==> src/rtl/afd_pkg.sv <==
package afd_pkg;

  typedef enum logic [1:0] {
    PH_IDLE       = 2'd0,
    PH_WEIGHTLESS = 2'd1,
    PH_IMPACT     = 2'd2,
    PH_CONFIRMED  = 2'd3
  } phase_t;

  localparam int unsigned CFG_ADDR_W = 3;
  localparam int unsigned CFG_DATA_W = 18;

  localparam logic [CFG_ADDR_W-1:0] REG_FREEFALL_THRESH   = 3'd0;
  localparam logic [CFG_ADDR_W-1:0] REG_IMPACT_THRESH     = 3'd1;
  localparam logic [CFG_ADDR_W-1:0] REG_IMPACT_SUM_THRESH = 3'd2;
  localparam logic [CFG_ADDR_W-1:0] REG_MIN_FALL          = 3'd3;
  localparam logic [CFG_ADDR_W-1:0] REG_MAX_FALL          = 3'd4;
  localparam logic [CFG_ADDR_W-1:0] REG_MAX_IMPACT        = 3'd5;

  localparam logic [15:0]        RST_FREEFALL_THRESH   = 16'd500;
  localparam logic [15:0]        RST_IMPACT_THRESH     = 16'd1800;
  localparam logic signed [17:0] RST_IMPACT_SUM_THRESH = 18'sd1500;
  localparam logic [15:0]        RST_MIN_FALL          = 16'd100;
  localparam logic [15:0]        RST_MAX_FALL          = 16'd1000;
  localparam logic [15:0]        RST_MAX_IMPACT        = 16'd2000;
  localparam logic [31:0]        RST_FREEFALL_SQ       = 32'd250000;
  localparam logic [31:0]        RST_IMPACT_SQ         = 32'd3240000;

  // squared magnitudes in mg^2; the alert delay in ms
  localparam logic [31:0] ONE_G_SQ       = 32'd1000000;
  localparam logic [31:0] SETTLE_SQ      = 32'd2250000;
  localparam logic [31:0] ALERT_DELAY_MS = 32'd100;

  typedef struct packed {
    logic [31:0]        freefall_sq;
    logic [31:0]        impact_sq;
    logic signed [17:0] impact_sum_thresh;
    logic [15:0]        min_fall_ms;
    logic [15:0]        max_fall_ms;
    logic [15:0]        max_impact_ms;
  } cfg_t;

  typedef struct packed {
    logic [31:0]        magsq;
    logic signed [17:0] sum;
    logic [31:0]        now;
  } feat_t;

endpackage

==> src/rtl/afd_cfg.sv <==
module afd_cfg (
  input  logic                               clk,
  input  logic                               rst,
  input  logic                               cfg_we,
  input  logic [afd_pkg::CFG_ADDR_W-1:0]     cfg_addr,
  input  logic [afd_pkg::CFG_DATA_W-1:0]     cfg_wdata,
  output afd_pkg::cfg_t                      cfg
);

  logic [15:0] freefall_thresh;
  logic [15:0] impact_thresh;
  logic [31:0] freefall_sq;
  logic [31:0] impact_sq;
  logic signed [17:0] impact_sum_thresh;
  logic [15:0] min_fall_ms;
  logic [15:0] max_fall_ms;
  logic [15:0] max_impact_ms;

  always_ff @(posedge clk) begin
    if (rst) begin
      freefall_thresh   <= afd_pkg::RST_FREEFALL_THRESH;
      impact_thresh     <= afd_pkg::RST_IMPACT_THRESH;
      impact_sum_thresh <= afd_pkg::RST_IMPACT_SUM_THRESH;
      min_fall_ms       <= afd_pkg::RST_MIN_FALL;
      max_fall_ms       <= afd_pkg::RST_MAX_FALL;
      max_impact_ms     <= afd_pkg::RST_MAX_IMPACT;
    end else if (cfg_we) begin
      unique case (cfg_addr)
        afd_pkg::REG_FREEFALL_THRESH:   freefall_thresh   <= cfg_wdata[15:0];
        afd_pkg::REG_IMPACT_THRESH:     impact_thresh     <= cfg_wdata[15:0];
        afd_pkg::REG_IMPACT_SUM_THRESH: impact_sum_thresh <= $signed(cfg_wdata);
        afd_pkg::REG_MIN_FALL:          min_fall_ms       <= cfg_wdata[15:0];
        afd_pkg::REG_MAX_FALL:          max_fall_ms       <= cfg_wdata[15:0];
        afd_pkg::REG_MAX_IMPACT:        max_impact_ms     <= cfg_wdata[15:0];
        default: ;
      endcase
    end
  end

  // threshold squares are registered and follow the thresholds in the next cycle;
  // a sample passes the input and feature registers first, so the lag never shows
  always_ff @(posedge clk) begin
    if (rst) begin
      freefall_sq <= afd_pkg::RST_FREEFALL_SQ;
      impact_sq   <= afd_pkg::RST_IMPACT_SQ;
    end else begin
      freefall_sq <= {16'd0, freefall_thresh} * {16'd0, freefall_thresh};
      impact_sq   <= {16'd0, impact_thresh} * {16'd0, impact_thresh};
    end
  end

  assign cfg.freefall_sq       = freefall_sq;
  assign cfg.impact_sq         = impact_sq;
  assign cfg.impact_sum_thresh = impact_sum_thresh;
  assign cfg.min_fall_ms       = min_fall_ms;
  assign cfg.max_fall_ms       = max_fall_ms;
  assign cfg.max_impact_ms     = max_impact_ms;

endmodule

==> src/rtl/afd_feature.sv <==
module afd_feature (
  input  logic           clk,
  input  logic           rst,
  input  logic           in_valid,
  output logic           in_ready,
  input  logic [79:0]    in_data,
  output logic           feat_valid,
  input  logic           feat_ready,
  output afd_pkg::feat_t feat
);

  logic               iv;
  logic signed [15:0] ax;
  logic signed [15:0] ay;
  logic signed [15:0] az;
  logic [31:0]        now;
  logic               fv;
  afd_pkg::feat_t     feat_reg;

  logic signed [31:0] sq_x;
  logic signed [31:0] sq_y;
  logic signed [31:0] sq_z;
  logic               f_ready;
  logic               i_ready;

  assign f_ready  = !fv || feat_ready;
  assign i_ready  = !iv || f_ready;
  assign in_ready = i_ready;

  always_ff @(posedge clk) begin
    if (rst) begin
      iv <= 1'b0;
    end else if (i_ready) begin
      iv <= in_valid;
    end
  end

  always_ff @(posedge clk) begin
    if (i_ready && in_valid) begin
      ax  <= $signed(in_data[15:0]);
      ay  <= $signed(in_data[31:16]);
      az  <= $signed(in_data[47:32]);
      now <= in_data[79:48];
    end
  end

  assign sq_x = 32'(ax) * 32'(ax);
  assign sq_y = 32'(ay) * 32'(ay);
  assign sq_z = 32'(az) * 32'(az);

  always_ff @(posedge clk) begin
    if (rst) begin
      fv <= 1'b0;
    end else if (f_ready) begin
      fv <= iv;
    end
  end

  // each square is at most 2^30, so the sum of three fits 32 bits unsigned
  always_ff @(posedge clk) begin
    if (f_ready && iv) begin
      feat_reg.magsq <= $unsigned(sq_x) + $unsigned(sq_y) + $unsigned(sq_z);
      feat_reg.sum   <= {{2{ax[15]}}, ax} + {{2{ay[15]}}, ay} + {{2{az[15]}}, az};
      feat_reg.now   <= now;
    end
  end

  assign feat_valid = fv;
  assign feat       = feat_reg;

endmodule

==> src/rtl/afd_fsm.sv <==
module afd_fsm (
  input  logic           clk,
  input  logic           rst,
  input  afd_pkg::cfg_t  cfg,
  input  logic           feat_valid,
  output logic           feat_ready,
  input  afd_pkg::feat_t feat,
  output logic           out_valid,
  input  logic           out_ready,
  output logic           out_alert,
  output logic [1:0]     out_state
);

  afd_pkg::phase_t phase;
  afd_pkg::phase_t phase_next;
  logic [31:0] fall_start_time;
  logic [31:0] fall_start_time_next;
  logic [31:0] impact_time;
  logic [31:0] impact_time_next;
  logic [31:0] settle_time;
  logic [31:0] settle_time_next;
  logic        alert_next;
  logic        ov;
  logic        alert;
  logic [1:0]  state_q;

  logic        take;
  logic [31:0] el_fall;
  logic [31:0] el_impact;
  logic [31:0] el_settle;
  logic        is_freefall;
  logic        is_impact;
  logic        over_one_g;
  logic        settled;

  assign feat_ready = !ov || out_ready;
  assign take       = feat_valid && feat_ready;

  assign el_fall     = feat.now - fall_start_time;
  assign el_impact   = feat.now - impact_time;
  assign el_settle   = feat.now - settle_time;
  assign is_freefall = (feat.magsq < cfg.freefall_sq) || feat.sum[17];
  assign is_impact   = (feat.magsq > cfg.impact_sq) ||
                       ($signed(feat.sum) > $signed(cfg.impact_sum_thresh));
  assign over_one_g  = feat.magsq > afd_pkg::ONE_G_SQ;
  assign settled     = feat.magsq < afd_pkg::SETTLE_SQ;

  always_ff @(posedge clk) begin
    if (rst) begin
      phase           <= afd_pkg::PH_IDLE;
      fall_start_time <= '0;
      impact_time     <= '0;
      settle_time     <= '0;
    end else if (take) begin
      phase           <= phase_next;
      fall_start_time <= fall_start_time_next;
      impact_time     <= impact_time_next;
      settle_time     <= settle_time_next;
    end
  end

  always_comb begin
    phase_next           = phase;
    fall_start_time_next = fall_start_time;
    impact_time_next     = impact_time;
    settle_time_next     = settle_time;
    alert_next           = 1'b0;
    unique case (phase)
      afd_pkg::PH_IDLE: begin
        if (is_freefall) begin
          fall_start_time_next = feat.now;
          phase_next           = afd_pkg::PH_WEIGHTLESS;
        end
      end
      afd_pkg::PH_WEIGHTLESS: begin
        if (el_fall >= {16'd0, cfg.min_fall_ms}) begin
          if (is_impact) begin
            impact_time_next = feat.now;
            phase_next       = afd_pkg::PH_IMPACT;
          end else if (el_fall > {16'd0, cfg.max_fall_ms}) begin
            phase_next = afd_pkg::PH_IDLE;
          end
        end else if (over_one_g) begin
          // too early and above 1 g: false alarm
          phase_next = afd_pkg::PH_IDLE;
        end
      end
      afd_pkg::PH_IMPACT: begin
        if (settled) begin
          settle_time_next = feat.now;
          phase_next       = afd_pkg::PH_CONFIRMED;
        end else if (el_impact > {16'd0, cfg.max_impact_ms}) begin
          phase_next = afd_pkg::PH_IDLE;
        end
      end
      afd_pkg::PH_CONFIRMED: begin
        if (el_settle >= afd_pkg::ALERT_DELAY_MS) begin
          phase_next = afd_pkg::PH_IDLE;
          alert_next = 1'b1;
        end
      end
      default: ;
    endcase
  end

  always_ff @(posedge clk) begin
    if (rst) begin
      ov <= 1'b0;
    end else if (feat_ready) begin
      ov <= feat_valid;
    end
  end

  always_ff @(posedge clk) begin
    if (take) begin
      alert   <= alert_next;
      state_q <= phase_next;
    end
  end

  assign out_valid = ov;
  assign out_alert = alert;
  assign out_state = state_q;

  a_alert_from_confirmed: assert property (@(posedge clk) disable iff (rst)
    (take && alert_next) |-> (phase == afd_pkg::PH_CONFIRMED))
    else $error("alert raised outside confirmed phase");

  a_phase_holds_without_take: assert property (@(posedge clk) disable iff (rst)
    !take |=> $stable(phase))
    else $error("phase moved with no sample taken");

  a_fall_start_loaded: assert property (@(posedge clk) disable iff (rst)
    (take && phase == afd_pkg::PH_IDLE && phase_next == afd_pkg::PH_WEIGHTLESS)
      |=> (fall_start_time == $past(feat.now)))
    else $error("fall start time not captured on entering weightless");

  a_result_matches_phase: assert property (@(posedge clk) disable iff (rst)
    take |=> (out_state == phase))
    else $error("reported state differs from phase");

endmodule

==> src/rtl/accel_fall_detector.sv <==
// A sample accepted passes the input register, the feature register and the result
//   register, in that order, before its result is valid.
// Throughput: one sample per cycle while m_tready is high; the phase and timestamp
//   registers load their next state from the registered squared magnitude and axis sum.
// Reset (rst, synchronous): pipeline emptied, phase idle, timestamps zero,
//   configuration registers back to their defaults.
module accel_fall_detector (
  input  logic                               clk,
  input  logic                               rst,
  input  logic                               s_tvalid,
  output logic                               s_tready,
  input  logic [79:0]                        s_tdata,   // accel_x, accel_y, accel_z, time_ms
  output logic                               m_tvalid,
  input  logic                               m_tready,
  output logic [7:0]                         m_tdata,   // fall_alert, detector_state, zero pad
  input  logic                               cfg_we,
  input  logic [afd_pkg::CFG_ADDR_W-1:0]     cfg_addr,
  input  logic [afd_pkg::CFG_DATA_W-1:0]     cfg_wdata
);

  afd_pkg::cfg_t  cfg;
  afd_pkg::feat_t feat;
  logic           feat_valid;
  logic           feat_ready;
  logic           out_alert;
  logic [1:0]     out_state;

  afd_cfg u_cfg (
    .clk       (clk),
    .rst       (rst),
    .cfg_we    (cfg_we),
    .cfg_addr  (cfg_addr),
    .cfg_wdata (cfg_wdata),
    .cfg       (cfg)
  );

  afd_feature u_feature (
    .clk        (clk),
    .rst        (rst),
    .in_valid   (s_tvalid),
    .in_ready   (s_tready),
    .in_data    (s_tdata),
    .feat_valid (feat_valid),
    .feat_ready (feat_ready),
    .feat       (feat)
  );

  afd_fsm u_fsm (
    .clk        (clk),
    .rst        (rst),
    .cfg        (cfg),
    .feat_valid (feat_valid),
    .feat_ready (feat_ready),
    .feat       (feat),
    .out_valid  (m_tvalid),
    .out_ready  (m_tready),
    .out_alert  (out_alert),
    .out_state  (out_state)
  );

  assign m_tdata = {5'd0, out_state, out_alert};

endmodule
==> config.mk <==
export PLATFORM = sky130hd
export DESIGN_NAME = accel_fall_detector
export DESIGN_NICKNAME = d
export VERILOG_FILES = /design/src/rtl/afd_pkg.sv /design/src/rtl/afd_cfg.sv /design/src/rtl/afd_feature.sv /design/src/rtl/afd_fsm.sv /design/src/rtl/accel_fall_detector.sv
export SDC_FILE = /design/constraint.sdc
export NUM_CORES = 2
export LEC_CHECK = 0
export BUFFER_PORTS_ARGS = -buffer_cell sky130_fd_sc_hd__buf_2
export CAP_MARGIN = 20
export CORE_UTILIZATION = 47
export CTS_CLUSTER_DIAMETER = 100
export DETAILED_ROUTE_END_ITERATION = 10
export PLACE_DENSITY = 0.67
export SYNTH_ARGS = -nofsm -noshare
export SYNTH_HDL_FRONTEND = slang
export SYNTH_SLANG_ARGS = --single-unit
==> constraint.sdc <==
create_clock -name clk -period 21.1 [get_ports clk]
set_input_delay 0 -clock clk [delete_from_list [all_inputs] [get_ports clk]]
set_output_delay 0 -clock clk [all_outputs]
set_load 0.05 [all_outputs]
Word level (Yosys, flattened, before mapping)
Cells that the tools add are included.
- register bits after elaboration: 428
- bits of input ports: 106
- output and inout bits: 10
- add/sub/neg operators: 7
- multipliers: 5
- magnitude comparators: 9
- equal/unequal tests: 8
- mux-type cells: 10
- reductions and logical operators: 22
- operators with widths (kind ; count):
    $mul A16 B16 Y32 ; 5
    $sub A32 B32 Y32 ; 3
    $add A32 B32 Y32 ; 2
    $gt A32 B16 Y1 ; 2
    $ge A32 B16 Y1 ; 1
    $ge A32 B7 Y1 const B ; 1
    $gt A32 B20 Y1 const B ; 1
    $gt A32 B32 Y1 ; 1
    $lt A32 B22 Y1 const B ; 1
    $lt A32 B32 Y1 ; 1
    $add A17 B16 Y18 ; 1
    $gt A18 B18 Y1 ; 1
    $add A16 B16 Y17 ; 1
    $mux W2 ; 8
    $reduce_and A2 Y1 ; 6
    $pmux W2 S4 ; 1
    $eq A3 B2 Y1 const B ; 2
    $eq A3 B3 Y1 const B ; 2
    $reduce_and A3 Y1 ; 2
    $logic_or A1 B1 Y1 ; 5
    $eq A2 B2 Y1 const B ; 2
    $reduce_and A4 Y1 ; 1
    $eq A3 B1 Y1 const B ; 1
    $logic_and A1 B1 Y1 ; 3
    other kinds (5) ; 7

Logic depth before layout (Yosys ltp)
- word-level depth: 6
- mapped depth: 33
- depth with buffers taken out: 31

Hierarchy
From an unflattened synthesis, not the netlist that was laid out.
- cells, all modules: 7126
- area, all modules: 65502.8 µm²
- by module, submodules not included (module ; instances ; cells an instance ; area each (µm²) ; sequential area each (µm²)):
    afd_feature ; 1 ; 3049 ; 32587.5 ; 4874.7
    afd_cfg ; 1 ; 2306 ; 19901.6 ; 3203.1
    afd_fsm ; 1 ; 1764 ; 12964.9 ; 2072.0
    accel_fall_detector ; 1 ; 7 ; 48.8 ; 0.0

Worst setup path before layout
OpenSTA, ideal clock, no wires.
- path kind: register to register
- start: register u_feature.az[15]
- end: register u_feature.feat_reg, in the netlist u_feature.feat[78] (data pin)
- arrival time: 8.117 ns
- required time: 20.842 ns
- path slack: 12.724 ns
- stages on the path, launching flop included: 29
- path buffers: 1
- clock period less this slack: 8.376 ns
- cells stage by stage: edfxtp_1 > clkbuf_1 > nand2_1 > fa_1 > inv_1 > fa_1 > fa_1 > inv_1 > fa_1 > inv_1 > fa_1 > fa_1 > fa_1 > fa_1 > inv_1 > fa_1 > inv_1 > ha_1 > and3_1 > and2_1 > o31ai_1 > o31ai_1 > o31ai_1 > a21oi_1 > o41ai_1 > o311a_1 > o21bai_1 > a21oi_1 > xnor2_1
- cells in the longest elaborated chain, start to end: 2
- RTL lines (item ; line ; RTL):
    start: declaration ; afd_feature.sv:15 ; logic signed [15:0] az;
    start signal: assignment ; afd_feature.sv:42 ; az <= $signed(in_data[47:32]);
    $mul A16 B16 Y32 ; afd_feature.sv:49 ; assign sq_z = 32'(az) * 32'(az);
    $add A32 B32 Y32 ; afd_feature.sv:62 ; feat_reg.magsq <= $unsigned(sq_x) + $unsigned(sq_y) + $unsigned(sq_z);
    end: declaration ; afd_feature.sv:18 ; afd_pkg::feat_t feat_reg;
Every way passes these cells.
A chain may end at the register's enable or synchronous reset.

Worst setup path after layout
- start: register u_feature.az[4]
- end: register u_feature.feat_reg, in the netlist u_feature.feat[79] (data pin)
Same word-level chain as after synthesis.

==> impl_metrics.env <==
export IMPL_yosysUniqueCellTypes=81
export IMPL_multi_input_area_um2=47070
export IMPL_period_share_pct=44.23
export IMPL_synth_simple_area_share_pct=12.02
export IMPL_synth_ff_type="dfxtp_1"
export IMPL_drc=0
export IMPL_synth_compound_area_share_pct=8.483
export IMPL_max_freq_ghz=0.1071
export IMPL_fin_area_um2=69710
export IMPL_place_gp_congestion=0.9319
export IMPL_htreeDepth=2
export IMPL_cpMostUsedCell="fa_1"
export IMPL_status="complete, no violations"
export IMPL_crit_family="adder cells"
export IMPL_core_area_um2=135800
export IMPL_insertion_delay_ns=0.64
export IMPL_finalSetupTns_ns=0
export IMPL_finalWorstSetupSlack_ns=11.77
export IMPL_arrival_ns=9.69
export IMPL_path_class="flop to flop"
export IMPL_grt_antenna_before_repair=2
export IMPL_initial_core_util_pct=47.53
export IMPL_async_reset_ff_share_pct=0
export IMPL_tightestPinTransition_ns=1.118
export IMPL_synth_xor_area_share_pct=2.619
export IMPL_die_w_um=372.6
export IMPL_synth_area_um2=64540
export IMPL_die_y_um=372.6
export IMPL_min_path_cells=6
export IMPL_cp_end_kind="flop"
export IMPL_utilization_pct=51.33
export IMPL_synth_fa_ha_area_share_pct=48.43
export IMPL_io_buffer_count=110
export IMPL_synth_cells=6883
export IMPL_avgSynthCellArea_um2=9.377
export IMPL_ios=116
export IMPL_cts_tree="yes"
export IMPL_ys_top_cells_by_count="inv_1, fa_1, ha_1"
export IMPL_start_kind="flop"
export IMPL_cts_setup_buffers=0
export IMPL_post_place_ws_ns=11.84
export IMPL_wl_per_cell_um=18.22
export IMPL_grt_pass1_wl_um=260100
export IMPL_crit_fanout=19
export IMPL_hpwl_um=131000
export IMPL_grt_pass1_vias=49710
export IMPL_cp_slowest_cell="edfxtp_1"
export IMPL_post_synth_top_count_cell="inv_1"
export IMPL_setup_viol=0
export IMPL_route_vias_total=46390
export IMPL_nFillCells=12510
export IMPL_drtAntennaViolNets=0
export IMPL_cpPeakStageDelay_ns=0.92
export IMPL_synth_seq_cells=425
export IMPL_cts_root_buf="clkbuf_16"
export IMPL_r2r_start="u_feature.az[4]$_DFFE_PP_"
export IMPL_diodes=0
export IMPL_postPlaceCellArea_um2=66860
export IMPL_fin_crit_ns=9.333
export IMPL_drt_iter0_drc=2621
export IMPL_grt_max_degree=108
export IMPL_clock_sinks=425
export IMPL_synthTopCellsByArea="fa_1, ha_1, inv_1"
export IMPL_whs_endpoint="u_cfg.impact_sum_thresh[5]$_SDFFE_PP0P_"
export IMPL_yosys_mux_area_fraction_pct=1.283
export IMPL_ff_latch_area_um2=10150
export IMPL_drive_gt1_share_pct=4.194
export IMPL_synth_seq_area_share_pct=15.73
export IMPL_synth_top_area_share_pct=36.10
export IMPL_clock_skew_ns=0.04203
export IMPL_num_rows=135
export IMPL_maxCapViolCount=0
export IMPL_slew_headroom_pct=25.43
export IMPL_nets=8898
export IMPL_largest_register_ffs=81
export IMPL_ys_warn_count=0
export IMPL_drt_pass1_iterations=6
export IMPL_cts_buffers=50
export IMPL_rsz0062_at_grt="no"
export IMPL_rr_worst_depth=27
export IMPL_cts_max_path_buffers=3
export IMPL_area_growth_pct=8.008
export IMPL_finalHoldViolCount=0
export IMPL_routed_via_density=5.263
export IMPL_synth_edff_count=164
export IMPL_worst_path_buf_inv=5
export IMPL_clkTransAtPathRegs_ns=0.06
export IMPL_slew_viol_final=0
export IMPL_yosysTopAreaCell="fa_1"
export IMPL_required_ns=21.46
export IMPL_grtUsageTotal_pct=23.99
export IMPL_overflow=0
export IMPL_synth_top_family_by_area="adder cells"
export IMPL_r2r_slack_ns=11.77
export IMPL_worstHoldStart="cfg_addr[1]"
export IMPL_hp_class="input pin to flop"
export IMPL_r2r_end="u_feature.feat[79]$_DFFE_PP_"
export IMPL_finalWirelength_um=160600
export IMPL_dieArea_um2=138800
-- cell families (layout without fill, tap and decap cells) --
family / Yosys count / count (layout)
buf+inv: 1947 / 2093
fa+ha+maj: 1800 / 1800
simple gates: 1601 / 1601
compound gates: 834 / 834
flops: 425 / 425
xor+xnor: 193 / 193
mux: 82 / 82
other cells: 1 / 6
-- layout by cell type (no fill, tap or decap), types with 50 or more instances in the layout --
master | synthesis | routed
a21oi_1 | 253 | 253
dfxtp_1 | 261 | 261
o21ai_0 | 122 | 122
o31ai_1 | 53 | 53
mux2i_1 | 76 | 76
buf_2 | 9 | 109
clkbuf_16 | 0 | 50
a21o_1 | 108 | 108
nand4_1 | 68 | 68
nand2_1 | 569 | 569
edfxtp_1 | 164 | 164
fa_1 | 1164 | 1164
xnor2_1 | 130 | 130
inv_1 | 1740 | 1740
and2_1 | 269 | 269
nor2_1 | 324 | 323
ha_1 | 636 | 636
nand2b_1 | 69 | 69
xor2_1 | 63 | 63
nor2b_1 | 71 | 71
dlygate4sd3_1 | 0 | 105
-- how the worst max path moves through the flow --
stage,from,to,slack (ns),depth (start not counted)
2_1_floorplan,u_feature.az[15]$_DFFE_PP_,u_feature.feat[78]$_DFFE_PP_,12.72,28
3_3_place_gp,u_feature.az[4]$_DFFE_PP_,u_feature.feat[79]$_DFFE_PP_,12.00,27
3_5_place_dp,u_feature.az[15]$_DFFE_PP_,u_feature.feat[78]$_DFFE_PP_,11.84,28
4_1_cts,u_feature.az[15]$_DFFE_PP_,u_feature.feat[78]$_DFFE_PP_,11.80,28
5_1_grt,u_feature.az[15]$_DFFE_PP_,u_feature.feat[78]$_DFFE_PP_,11.28,28
6_report,u_feature.az[4]$_DFFE_PP_,u_feature.feat[79]$_DFFE_PP_,11.77,27
-- metal layers --
layer / track usage (%) / part of all wire, %
met5: 0 / 0.013
met1: 29.62 / 40
met2: 42.13 / 50
met3: 2.672 / 4.6
met4: 10.68 / 5.0
-- timing repair --
| action | CTS | global route |
|---|---|---|
| endpoints found under the hold margin | 237 | 0 |
| setup endpoints to repair | 0 | 0 |
| hold buffers | 105 | 0 |
| resized for setup | 0 | 0 |
-- worst register-to-register path, cell delays in order (launching register included) --
cell	delay [ns]
edfxtp_1	0.92
nand2_1	0.20
fa_1	0.57
inv_1	0.06
fa_1	0.48
inv_1	0.05
fa_1	0.47
fa_1	0.55
inv_1	0.05
fa_1	0.48
fa_1	0.60
inv_1	0.07
fa_1	0.49
fa_1	0.51
inv_1	0.05
fa_1	0.43
ha_1	0.24
nor3_1	0.18
o21ai_0	0.14
a2111oi_0	0.66
nor4_1	0.11
o31ai_1	0.46
a211o_1	0.26
a211oi_1	0.14
or3_1	0.40
a31o_2	0.24
a21oi_1	0.17
xnor2_1	0.08
-- cell type report --
type / instances / area share (%)
inverter: 1744 / 9.390
multi-input combinational: 4516 / 67.52
tap: 1781 / 3.197
sequential: 425 / 14.56
timing repair buffer: 255 / 2.751
clock buffer: 60 / 1.892
clock inverter: 34 / 0.6946
-- per-stage QoR --
| stage | hold slack [ns] | cells |
|---|---|---|
| final | 0.04154 | 8815 |
| after CTS | 0.003520 | 8815 |
| after floorplan | 0.09887 | 6888 |
| after global placement | 0.1767 | 8615 |
| after global routing | 0.06127 | 8815 |
| after detailed placement | 0.1781 | 8616 |
Power is not shown: default switching activity piles up to over one toggle a cycle in this logic, so the estimate is an artifact.
